**src/hw/rtl/scroll_window_item_layout_macros.svh**
```systemverilog
// assertion helpers for the scroll window layout block
`ifndef SCROLL_WINDOW_ITEM_LAYOUT_MACROS_SVH
`define SCROLL_WINDOW_ITEM_LAYOUT_MACROS_SVH

// property checked on every clock outside reset
`define SWIL_ASSERT(lbl, prop, msg) \
  lbl: assert property (@(posedge clk) disable iff (!rst_n) prop) else $error(msg);

// condition in one cycle implies consequence in the next
`define SWIL_ASSERT_NEXT(lbl, ante, cons, msg) \
  lbl: assert property (@(posedge clk) disable iff (!rst_n) (ante) |=> (cons)) else $error(msg);

`endif

```
**src/hw/rtl/swil_pkg.sv**
```systemverilog
package swil_pkg;

  localparam int MAX_ITEMS   = 1024;
  localparam int MAX_VISIBLE = 64;
  localparam int HW          = 16;  // item height
  localparam int PW          = 27;  // prefix sum / scroll
  localparam int CW          = 11;  // item count, prefix address
  localparam int IW          = 10;  // item index
  localparam int VW          = 7;   // visible count
  localparam int SW          = 29;  // signed scroll accumulator
  localparam int XW          = 30;  // signed compare width

  localparam logic [HW-1:0] DEFAULT_HEIGHT   = 16'd200;
  localparam logic [16:0]   VIEWPORT_DEFAULT = 17'd1920;
  localparam logic [PW-1:0] P27_MAX          = 27'h7FF_FFFF;

  typedef enum logic [1:0] {
    KIND_DELTA  = 2'd0,
    KIND_ABS    = 2'd1,
    KIND_HEIGHT = 2'd2,
    KIND_COUNT  = 2'd3
  } kind_t;

  typedef enum logic [1:0] {
    CFG_VIEWPORT   = 2'd0,
    CFG_PAD_TOP    = 2'd1,
    CFG_PAD_BOTTOM = 2'd2
  } cfg_idx_t;

  typedef enum logic [3:0] {
    ST_IDLE,
    ST_FILL,
    ST_PREP,
    ST_REBUILD,
    ST_CLAMP,
    ST_ISSUE,
    ST_CMP,
    ST_NSET,
    ST_ROW_RD,
    ST_ROW_LD,
    ST_EMPTY
  } state_t;

  typedef struct packed {
    logic [31:0]          generation;
    logic [PW-1:0]        scroll_offset;
    logic [PW-1:0]        max_scroll;
    logic [CW-1:0]        item_count;
    logic [VW-1:0]        visible_count;
    logic                 has_item;
    logic [IW-1:0]        item_index;
    logic signed [27:0]   item_top;
    logic signed [27:0]   item_bottom;
    logic                 last;
  } row_t;

  typedef struct packed {
    logic          we;
    logic [IW-1:0] waddr;
    logic [HW-1:0] wdata;
    logic [IW-1:0] raddr;
  } h_req_t;

  typedef struct packed {
    logic          we;
    logic [CW-1:0] waddr;
    logic [PW-1:0] wdata;
    logic [CW-1:0] raddr;
  } p_req_t;

endpackage

```
**src/hw/rtl/swil_seq.sv**
```systemverilog
module swil_seq
  import swil_pkg::*;
(
  input  logic             clk,
  input  logic             rst_n,
  input  logic             in_valid,
  output logic             in_ready,
  input  logic [1:0]       in_kind,
  input  logic [20:0]      in_scroll_delta,
  input  logic [26:0]      in_scroll_abs,
  input  logic [10:0]      in_position,
  input  logic [15:0]      in_height,
  input  logic [10:0]      in_count,
  input  logic [16:0]      vh,
  input  logic [15:0]      pad_top,
  input  logic [15:0]      pad_bottom,
  input  logic             out_free,
  output logic             load,
  output row_t             row,
  output h_req_t           h_req,
  input  logic [HW-1:0]    h_rdata,
  output p_req_t           p_req,
  input  logic [PW-1:0]    p_rdata
);

  state_t state_r, state_nxt;

  logic [CW-1:0]        count_r, count_nxt;
  logic signed [SW-1:0] scroll_r, scroll_nxt;
  logic [31:0]          gen_r, gen_nxt;
  logic                 stale_r, stale_nxt;
  logic [PW-1:0]        total_r, total_nxt;
  logic [PW-1:0]        ms_r, ms_nxt;
  logic [CW-1:0]        fill_r, fill_nxt;
  logic [CW-1:0]        fill_end_r, fill_end_nxt;
  logic [CW-1:0]        iss_r, iss_nxt;
  logic                 pend_r, pend_nxt;
  logic [IW-1:0]        pidx_r, pidx_nxt;
  logic [PW-1:0]        acc_r, acc_nxt;
  logic signed [XW-1:0] vstart_r, vstart_nxt;
  logic signed [XW-1:0] vend_r, vend_nxt;
  logic                 sel_r, sel_nxt;
  logic [CW-1:0]        lo_r, lo_nxt;
  logic [CW-1:0]        hi_r, hi_nxt;
  logic [CW-1:0]        mid_r, mid_nxt;
  logic [CW-1:0]        start_r, start_nxt;
  logic [CW-1:0]        end_r, end_nxt;
  logic [VW-1:0]        n_r, n_nxt;
  logic [VW-1:0]        row_i_r, row_i_nxt;

  logic [CW-1:0]        count_cl;
  logic [CW:0]          mid_sum;
  logic [CW-1:0]        lo_cl;
  logic [CW-1:0]        ridx;
  logic                 fill_done;

  assign count_cl  = (in_count > CW'(MAX_ITEMS)) ? CW'(MAX_ITEMS) : in_count;
  assign mid_sum   = {1'b0, lo_r} + {1'b0, hi_r} + {{CW{1'b0}}, 1'b1};
  assign lo_cl     = (lo_r >= count_r) ? count_r - 1'b1 : lo_r;
  assign ridx      = start_r + {{(CW-VW){1'b0}}, row_i_r};
  assign fill_done = (fill_r + 1'b1) == fill_end_r;

  // next state
  always_comb begin
    state_nxt = state_r;
    case (state_r)
      ST_IDLE: begin
        if (in_valid) begin
          if (kind_t'(in_kind) == KIND_COUNT && count_cl > count_r) begin
            state_nxt = ST_FILL;
          end else begin
            state_nxt = ST_PREP;
          end
        end
      end
      ST_FILL: begin
        if (fill_done) begin
          state_nxt = ST_PREP;
        end
      end
      ST_PREP: begin
        if (count_r == '0) begin
          state_nxt = ST_EMPTY;
        end else if (stale_r) begin
          state_nxt = ST_REBUILD;
        end else begin
          state_nxt = ST_CLAMP;
        end
      end
      ST_REBUILD: begin
        if (!pend_r && iss_r == count_r) begin
          state_nxt = ST_CLAMP;
        end
      end
      ST_CLAMP: state_nxt = ST_ISSUE;
      ST_ISSUE: begin
        if (lo_r < hi_r) begin
          state_nxt = ST_CMP;
        end else if (sel_r) begin
          state_nxt = ST_NSET;
        end
      end
      ST_CMP:    state_nxt = ST_ISSUE;
      ST_NSET:   state_nxt = ST_ROW_RD;
      ST_ROW_RD: state_nxt = ST_ROW_LD;
      ST_ROW_LD: begin
        if (out_free) begin
          state_nxt = ((row_i_r + 1'b1) == n_r) ? ST_IDLE : ST_ROW_RD;
        end
      end
      ST_EMPTY: begin
        if (out_free) begin
          state_nxt = ST_IDLE;
        end
      end
      default: state_nxt = ST_IDLE;
    endcase
  end

  // datapath and memory ports
  always_comb begin
    logic signed [SW:0]   dsum;
    logic [PW:0]          asum;
    logic [PW-1:0]        accn;
    logic signed [PW:0]   msf;
    logic [PW-1:0]        ms;
    logic [PW-1:0]        sc;
    logic signed [XW-1:0] pv;
    logic                 hit;
    logic [CW-1:0]        e;
    logic [CW-1:0]        diff;
    logic signed [27:0]   top;
    logic signed [28:0]   bot;

    count_nxt    = count_r;
    scroll_nxt   = scroll_r;
    gen_nxt      = gen_r;
    stale_nxt    = stale_r;
    total_nxt    = total_r;
    ms_nxt       = ms_r;
    fill_nxt     = fill_r;
    fill_end_nxt = fill_end_r;
    iss_nxt      = iss_r;
    pend_nxt     = pend_r;
    pidx_nxt     = pidx_r;
    acc_nxt      = acc_r;
    vstart_nxt   = vstart_r;
    vend_nxt     = vend_r;
    sel_nxt      = sel_r;
    lo_nxt       = lo_r;
    hi_nxt       = hi_r;
    mid_nxt      = mid_r;
    start_nxt    = start_r;
    end_nxt      = end_r;
    n_nxt        = n_r;
    row_i_nxt    = row_i_r;

    in_ready     = (state_r == ST_IDLE);
    load         = 1'b0;
    row          = '0;
    h_req.we     = 1'b0;
    h_req.waddr  = in_position[IW-1:0];
    h_req.wdata  = in_height;
    h_req.raddr  = iss_r[IW-1:0];
    p_req.we     = 1'b0;
    p_req.waddr  = '0;
    p_req.wdata  = '0;
    p_req.raddr  = mid_r;

    dsum = '0;
    asum = '0;
    accn = '0;
    msf  = '0;
    ms   = '0;
    sc   = '0;
    pv   = '0;
    hit  = 1'b0;
    e    = '0;
    diff = '0;
    top  = '0;
    bot  = '0;

    case (state_r)
      ST_IDLE: begin
        if (in_valid) begin
          gen_nxt = gen_r + 32'd1;
          case (kind_t'(in_kind))
            KIND_DELTA: begin
              dsum = {scroll_r[SW-1], scroll_r} + {{(SW-20){in_scroll_delta[20]}},
                     in_scroll_delta};
              // saturate to the 29-bit signed range
              if (dsum[SW] != dsum[SW-1]) begin
                scroll_nxt = dsum[SW] ? {1'b1, {(SW-1){1'b0}}} : {1'b0, {(SW-1){1'b1}}};
              end else begin
                scroll_nxt = dsum[SW-1:0];
              end
            end
            KIND_ABS: scroll_nxt = {2'b00, in_scroll_abs};
            KIND_HEIGHT: begin
              if (in_position < count_r && in_height != '0) begin
                h_req.we  = 1'b1;
                stale_nxt = 1'b1;
              end
            end
            KIND_COUNT: begin
              if (count_cl > count_r) begin
                fill_nxt     = count_r;
                fill_end_nxt = count_cl;
                stale_nxt    = 1'b1;
              end else if (count_cl < count_r) begin
                count_nxt = count_cl;
                stale_nxt = 1'b1;
              end
            end
            default: ;
          endcase
        end
      end
      ST_FILL: begin
        h_req.we    = 1'b1;
        h_req.waddr = fill_r[IW-1:0];
        h_req.wdata = DEFAULT_HEIGHT;
        fill_nxt    = fill_r + 1'b1;
        if (fill_done) begin
          count_nxt = fill_end_r;
        end
      end
      ST_PREP: begin
        iss_nxt  = '0;
        pend_nxt = 1'b0;
        acc_nxt  = '0;
      end
      ST_REBUILD: begin
        h_req.raddr = iss_r[IW-1:0];
        pend_nxt    = iss_r < count_r;
        pidx_nxt    = iss_r[IW-1:0];
        if (iss_r < count_r) begin
          iss_nxt = iss_r + 1'b1;
        end
        if (pend_r) begin
          asum        = {1'b0, acc_r} + {{(PW+1-HW){1'b0}}, h_rdata};
          accn        = asum[PW] ? P27_MAX : asum[PW-1:0];
          acc_nxt     = accn;
          p_req.we    = 1'b1;
          p_req.waddr = {1'b0, pidx_r} + 1'b1;
          p_req.wdata = accn;
        end else if (iss_r == '0) begin
          // top of item zero
          p_req.we = 1'b1;
        end
        if (!pend_r && iss_r == count_r) begin
          total_nxt = acc_r;
          stale_nxt = 1'b0;
        end
      end
      ST_CLAMP: begin
        msf = $signed({1'b0, total_r}) - $signed({{(PW-16){1'b0}}, vh});
        ms  = msf[PW] ? '0 : msf[PW-1:0];
        if (scroll_r[SW-1]) begin
          sc = '0;
        end else if (scroll_r > $signed({2'b00, ms})) begin
          sc = ms;
        end else begin
          sc = scroll_r[PW-1:0];
        end
        scroll_nxt = {2'b00, sc};
        ms_nxt     = ms;
        vstart_nxt = $signed({3'b000, sc}) - $signed({{(XW-16){1'b0}}, pad_top});
        vend_nxt   = $signed({3'b000, sc}) + $signed({{(XW-17){1'b0}}, vh})
                   + $signed({{(XW-16){1'b0}}, pad_bottom});
        sel_nxt    = 1'b0;
        lo_nxt     = '0;
        hi_nxt     = count_r;
      end
      ST_ISSUE: begin
        if (lo_r < hi_r) begin
          mid_nxt     = mid_sum[CW:1];
          p_req.raddr = mid_sum[CW:1];
        end else if (!sel_r) begin
          start_nxt = lo_cl;
          sel_nxt   = 1'b1;
          lo_nxt    = '0;
          hi_nxt    = count_r;
        end else begin
          // one extra row past the last covered item
          e = lo_cl;
          if (e < count_r - 1'b1) begin
            e = e + 1'b1;
          end
          end_nxt = e;
        end
      end
      ST_CMP: begin
        p_req.raddr = mid_r;
        pv  = $signed({3'b000, p_rdata});
        hit = sel_r ? (pv < vend_r) : (pv <= vstart_r);
        if (hit) begin
          lo_nxt = mid_r;
        end else begin
          hi_nxt = mid_r - 1'b1;
        end
      end
      ST_NSET: begin
        diff      = end_r - start_r + 1'b1;
        n_nxt     = (diff > CW'(MAX_VISIBLE)) ? VW'(MAX_VISIBLE) : diff[VW-1:0];
        row_i_nxt = '0;
      end
      ST_ROW_RD: begin
        h_req.raddr = ridx[IW-1:0];
        p_req.raddr = ridx;
      end
      ST_ROW_LD: begin
        h_req.raddr = ridx[IW-1:0];
        p_req.raddr = ridx;
        top = $signed({1'b0, p_rdata}) - $signed({1'b0, scroll_r[PW-1:0]});
        bot = {top[27], top} + $signed({13'b0, h_rdata});
        row.generation    = gen_r;
        row.scroll_offset = scroll_r[PW-1:0];
        row.max_scroll    = ms_r;
        row.item_count    = count_r;
        row.visible_count = n_r;
        row.has_item      = 1'b1;
        row.item_index    = ridx[IW-1:0];
        row.item_top      = top;
        row.item_bottom   = (bot > $signed({2'b00, P27_MAX})) ? $signed({1'b0, P27_MAX})
                                                              : bot[27:0];
        row.last          = (row_i_r + 1'b1) == n_r;
        if (out_free) begin
          load      = 1'b1;
          row_i_nxt = row_i_r + 1'b1;
        end
      end
      ST_EMPTY: begin
        row.generation = gen_r;
        row.last       = 1'b1;
        load           = out_free;
      end
      default: ;
    endcase
  end

  always_ff @(posedge clk) begin
    if (!rst_n) begin
      state_r  <= ST_IDLE;
      count_r  <= '0;
      scroll_r <= '0;
      gen_r    <= '0;
      stale_r  <= 1'b1;
      pend_r   <= 1'b0;
    end else begin
      state_r  <= state_nxt;
      count_r  <= count_nxt;
      scroll_r <= scroll_nxt;
      gen_r    <= gen_nxt;
      stale_r  <= stale_nxt;
      pend_r   <= pend_nxt;
    end
  end

  always_ff @(posedge clk) begin
    total_r    <= total_nxt;
    ms_r       <= ms_nxt;
    fill_r     <= fill_nxt;
    fill_end_r <= fill_end_nxt;
    iss_r      <= iss_nxt;
    pidx_r     <= pidx_nxt;
    acc_r      <= acc_nxt;
    vstart_r   <= vstart_nxt;
    vend_r     <= vend_nxt;
    sel_r      <= sel_nxt;
    lo_r       <= lo_nxt;
    hi_r       <= hi_nxt;
    mid_r      <= mid_nxt;
    start_r    <= start_nxt;
    end_r      <= end_nxt;
    n_r        <= n_nxt;
    row_i_r    <= row_i_nxt;
  end

endmodule

```
**config.mk**
```make
export PLATFORM = sky130hd
export DESIGN_NAME = swil_seq
export DESIGN_NICKNAME = d
export VERILOG_FILES = /design/src/hw/rtl/scroll_window_item_layout_macros.svh /design/src/hw/rtl/swil_pkg.sv /design/src/hw/rtl/swil_seq.sv
export SDC_FILE = /design/constraint.sdc
export NUM_CORES = 1
export LEC_CHECK = 0
export BUFFER_PORTS_ARGS = -buffer_cell sky130_fd_sc_hd__buf_2
export CORE_AREA = 8 8 274 276
export CTS_CLUSTER_DIAMETER = 150
export DETAILED_ROUTE_END_ITERATION = 8
export DIE_AREA = 0 0 282 284
export PLACE_DENSITY = 0.69
export SYNTH_ARGS = -nofsm -noshare
export SYNTH_HDL_FRONTEND = slang
export SYNTH_SLANG_ARGS = --single-unit
export TNS_END_PERCENT = 100
```
**constraint.sdc**
```tcl
create_clock -name clk -period 27.2 [get_ports clk]
set_input_delay 4.08 -clock clk [delete_from_list [all_inputs] [get_ports clk]]
set_output_delay 4.08 -clock clk [all_outputs]
set_load 0.01 [all_outputs]
```
# Yosys cells after proc, flatten, opt, wreduce, memory -nomap -nowiden
# Cells that the tools add are included.
[word_totals]
register_bits = 332
latchBits = 0
ramBits = 0
mem_bits_ro = 0
output_inout_bits = 261
memories = 0
[classes]
n_addsub = 21
n_mul = 0
div = 0
n_lt_le_gt_ge = 13
n_eq_ne = 37
n_shift = 0
mux = 78
bitwise_logic = 2
reduce_logical = 35
[ops]
columns = ["op", "n"]
rows = [
  ["$mux 11", 19],
  ["$mux 27", 6],
  ["$mux 139", 1],
  ["$pmux 29 s2", 2],
  ["$pmux 11 s2", 4],
  ["$mux 29", 3],
  ["$pmux 11 s3", 2],
  ["$lt 11x11->1", 5],
  ["$pmux 27 s2", 1],
  ["$add 11x1->11 const B", 4],
  ["$pmux 4 s10", 1],
  ["$mux 39", 1],
  ["$mux 38", 1],
  ["$mux 4", 9],
  ["$add 32x1->32 const B", 1],
  ["$mux 32", 1],
  ["$add 29x21->30", 1],
  ["$le 28x30->1", 1],
  ["$lt 28x30->1", 1],
  ["$add 28x16->29", 1],
  ["$add 28x17->29", 1],
  ["$gt 29x28->1", 1],
  ["$gt 29x28->1 const B", 1],
  ["$add 27x16->28", 1],
  ["other kinds (52)", 117],
]

# Depth between registers and ports, before layout
[depth]
word_depth = 8
ltp_mapped = 42
ltp_nobuf = 36

# Worst setup path before layout
# No wires, ideal clock.
[synth_path]
kind = "input to output"
from = "input port p_rdata[0]"
to = "output port row[18] (netlist bit)"
arrival_time_ns = 8.483
required_time_ns = 23.120
path_slack_ns = 14.637
path_stages = 23
path_cell_list = "inv_1 > ha_1 > inv_1 > fa_1 > a21oi_1 > nor2_1 > o31ai_1 > nand2_1 > a21o_1 > a21o_1 > a21oi_1 > xnor2_1 > ha_1 > nand4_1 > or4_1 > a31oi_1 > o21ai_0 > a21oi_1 > nand3b_1 > a211o_1 > buf_4 > buf_4 > a21oi_1"
[synth_rtl]
columns = ["item", "line_no", "source"]
rows = [
  ["start: declaration", "swil_seq.sv:23", "input logic [PW-1:0] p_rdata"],
  ["end: declaration", "swil_seq.sv:19", "output row_t row,"],
]

==> flow_metrics.py <==
metrics = {
    "power": {
        "peakVddDrop_uv": 37.5,
        "finalPower_mw": 2.50,
        "power.switching_mw": 1.06,
        "leakage_nw": 14.9,
        "powerDensity_nw_per_um2": 75.4,
        "switching_share_pct": 42.2,
        "p_int_mw": 1.45,
        "power_frac_clock_pct": 21.4,
        "pwr-share-comb_pct": 50.0,
        "p_seq_share_pct": 28.6,
    },
    "critical_path": {
        "cp_slowest_stage_delay_ns": 0.64,
        "crit_required_ns": 23.12,
        "crit_path_frequent_cell": "a21oi_1",
        "critical_path_class": "input pin to primary output",
        "cp-end-kind": "primary output",
        "critical_path_arrival_ns": 9.53,
        "start_kind": "input pin",
        "crit_path_top_delay_cell": "a211o_1",
        "worstPathCellList": "buf_2 -> inv_1 -> ha_1 -> inv_1 -> fa_1 -> a21oi_1 -> nor2_1 -> o31ai_1 -> nand2_1 -> a21o_1 -> a21o_1 -> a21oi_1 -> xnor2_1 -> ha_1 -> nand4_1 -> or4_1 -> a31oi_1 -> o21ai_0 -> a21oi_1 -> nand3b_1 -> a211o_1 -> a21oi_1 -> buf_2",
        "path_max_fanout": 27,
    },
    "detailed_routing": {
        "drtPass1Iterations": 6,
        "vias": 26200,
        "via_per_inst": 5.58,
        "ant_nets": 0,
        "wl_per_cell_um": 21.4,
        "drt_iter0_markers": 2406,
        "drt_wl_total_mm": 101,
        "drc": 0,
    },
    "grt": {
        "antenna_found_initial": 6,
        "grt_pass1_vias": 25200,
        "grt_max_degree": 67,
        "grtUsageMet2_pct": 39.3,
        "grt_first_pass_wirelength_mm": 150,
        "grt_busiest_layer": "met2",
        "grt_use_met3_pct": 3.78,
        "grt_overflow": 0,
        "grt_usage_pct": 24.0,
        "met1_usage_pct": 31.7,
    },
    "finish": {
        "design_area_um2": 33200,
        "seq_area_um2": 9070,
        "area_growth_pct": 15.5,
        "drive_above_1_share_pct": 15.5,
        "multi_input_area_um2": 18200,
        "fin_nets": 4256,
        "layout.cells.non_filler": 4704,
        "postLayoutCoreUtil_pct": 46.9,
        "fillCellCount": 6862,
    },
    "hold_path": {
        "min_path_type": "flop to flop",
    },
    "clocking": {
        "htreeDepth": 2,
        "clockBufferDepth": 3,
        "clk_pin_slew_ns": 0.06,
        "cts_resized": 0,
        "postCtsHoldBufs": 0,
        "clkSinkCount": 328,
        "insertion_delay_ns": 0.57,
        "cts_buffers": 37,
        "post-cts-setup-buffer-count": 0,
        "cts_tree": "done",
        "root_buffer": "clkbuf_16",
    },
    "synthesis": {
        "avgSynthCellArea_um2": 8.64,
        "async_reset_ff_share_pct": 0,
        "yosysWarnings": 0,
        "ys_seq_area_share_pct": 31.6,
        "synth_ff_type": "edfxtp_1",
        "syn_inst": 3324,
        "synth-seq-cells": 328,
        "synth_fp_nets": 3862,
        "yosysUniqueCellTypes": 86,
        "synth_edf_count": 250,
        "syn-cell-area_um2": 28700,
    },
    "sta": {
        "slew_viol_final": 0,
        "fmax_mhz": 73.5,
        "finalHoldViolations": 0,
        "rsz0062_at_grt": "false",
        "fin_skew_ns": 0.0213,
        "fin_crit_ns": 13.61,
        "tightest_slew_ns": 1.22,
        "maxSlewHeadroom_pct": 18.7,
        "hold_ws_ns": 0.470,
        "setup_tns_ns": 0,
        "setup_viol": 0,
        "fin_ws_ns": 13.59,
        "fin_crit_sh_pct": 50.0,
    },
    "placed_design": {
        "post_dp_cell_area_um2": 31900,
        "hpwl_mm": 82.1,
        "pre_cts_ws_ns": 13.66,
        "place_congestion": 0.972,
        "dp.cells": 4629,
        "io_buffers": 444,
    },
    "floorplan": {
        "die_h_um": 284,
        "start_util_pct": 40.6,
        "rows": 98,
        "coreArea_um2": 70800,
        "dieArea_um2": 80100,
        "die_w_um": 282,
        "ioPinCount": 445,
    },
    "status": {
        "outcome": "finished clean",
    },
    "run": {
        "drv_cap": 0,
    },
}
-- routing by layer --
metal | vias to the layer above | part of all wire, %
li1 | 12700 | -
met1 | 12300 | 42
met2 | 1074 | 46
met5 | - | 0.013
met3 | 159 | 8.0
met4 | 2 | 3.9
-- final cells by class --
type / count / share of cell area (%)
clock inverter: 19 / 0.837
timing repair buffer: 468 / 7.24
multi-input combinational: 2608 / 54.8
clock buffer: 48 / 2.98
inverter: 275 / 3.12
sequential: 328 / 27.3
tap: 950 / 3.58
antenna: 8 / 0.0604
-- path summary, 6_finish.rpt --
kind,from,to,depth (start not counted),slack [ns]
worst min register to register,acc_r[15]$_SDFFCE_PN0P_,total_r[15]$_DFFE_PP_,0,0.47
worst max-delay path,p_rdata[0],row[8],23,13.59
worst max register to register,total_r[16]$_DFFE_PP_,vend_r[23]$_DFFE_PP_,33,17.85
worst min-delay path,acc_r[15]$_SDFFCE_PN0P_,total_r[15]$_DFFE_PP_,0,0.47
-- cells in the final DEF (no fill, tap or decap), types with 74 or more instances in the layout --
master	synthesis	layout
edfxtp_1	250	250
nand3_1	75	74
nor2_1	385	384
nand2_1	222	222
a21o_1	98	98
inv_1	274	271
xnor2_1	156	156
ha_1	328	328
xor2_1	111	111
buf_2	6	444
o21ai_0	152	151
dfxtp_1	78	78
and2_1	116	116
a21oi_1	229	227
-- flip-flops by register name, summed over array words and instances, names as in the netlist, 10 cells and up --
name and count:
start_r 11, acc_r 27, end_r 11, count_r 11
vend_r 28, iss_r 11, hi_r 11, gen_r 32
scroll_r 29, total_r 27, pidx_r 10, fill_r 11
mid_r 11, lo_r 11, ms_r 27, fill_end_r 11
vstart_r 28
-- power groups by stage --
stage / Combinational (mW) / Sequential, mW / Clock (mW)
final: 1.25 / 0.715 / 0.536
after global routing: 1.38 / 0.721 / 0.558
after CTS: 1.24 / 0.713 / 0.543
after detailed placement: 1.23 / 0.723 / 0
after global placement: 1.22 / 0.722 / 0
after floorplan: 0.908 / 0.685 / 0
-- logic make-up after synthesis --
group	after synthesis	share of synthesized area, %
xor+xnor	267	8.14
fa+ha+maj	366	16.5
buf+inv	388	5.21
flops	328	31.6
mux	40	1.46
simple gates	1164	19.8
compound gates	771	17.3
-- critical path, delay by kind of cell --
kind	cells	cell delay (ns)
and+or+nand+nor	5	1.05
AOI/OAI and AO/OA	10	2.86
buffers and inverters	4	0.40
xor gates and xnor gates	1	0.16
adders and majority gates	3	0.98
-- synth_stat cells (20+ instances only) --
cell      number  area share [%]
or2_2         20            0.44
ha_1         328              14
clkbuf_1      97             1.3
a211oi_1      44             1.2
a21o_1        98             2.6
o21ai_0      152             2.6
o21a_1        33            0.86
nand2_1      222             2.9
xnor2_1      156             4.8
nand3_1       75             1.3
a31oi_1       23            0.50
and2_1       116             2.5
nand4_1       50             1.1
nor2b_1       56             1.2
nor4_1        28            0.61
fa_1          26             1.8
nor3_1        67             1.2
o21bai_1      28            0.73
a21oi_1      229             4.0
xor2_1       111             3.4
and3_1        45            0.98
edfxtp_1     250              26
dfxtp_1       78             5.4
mux2i_1       26            0.91
nand2b_1      40            0.87
inv_1        274             3.6
nor2_1       385             5.0
(Power assumes the default switching activity.)
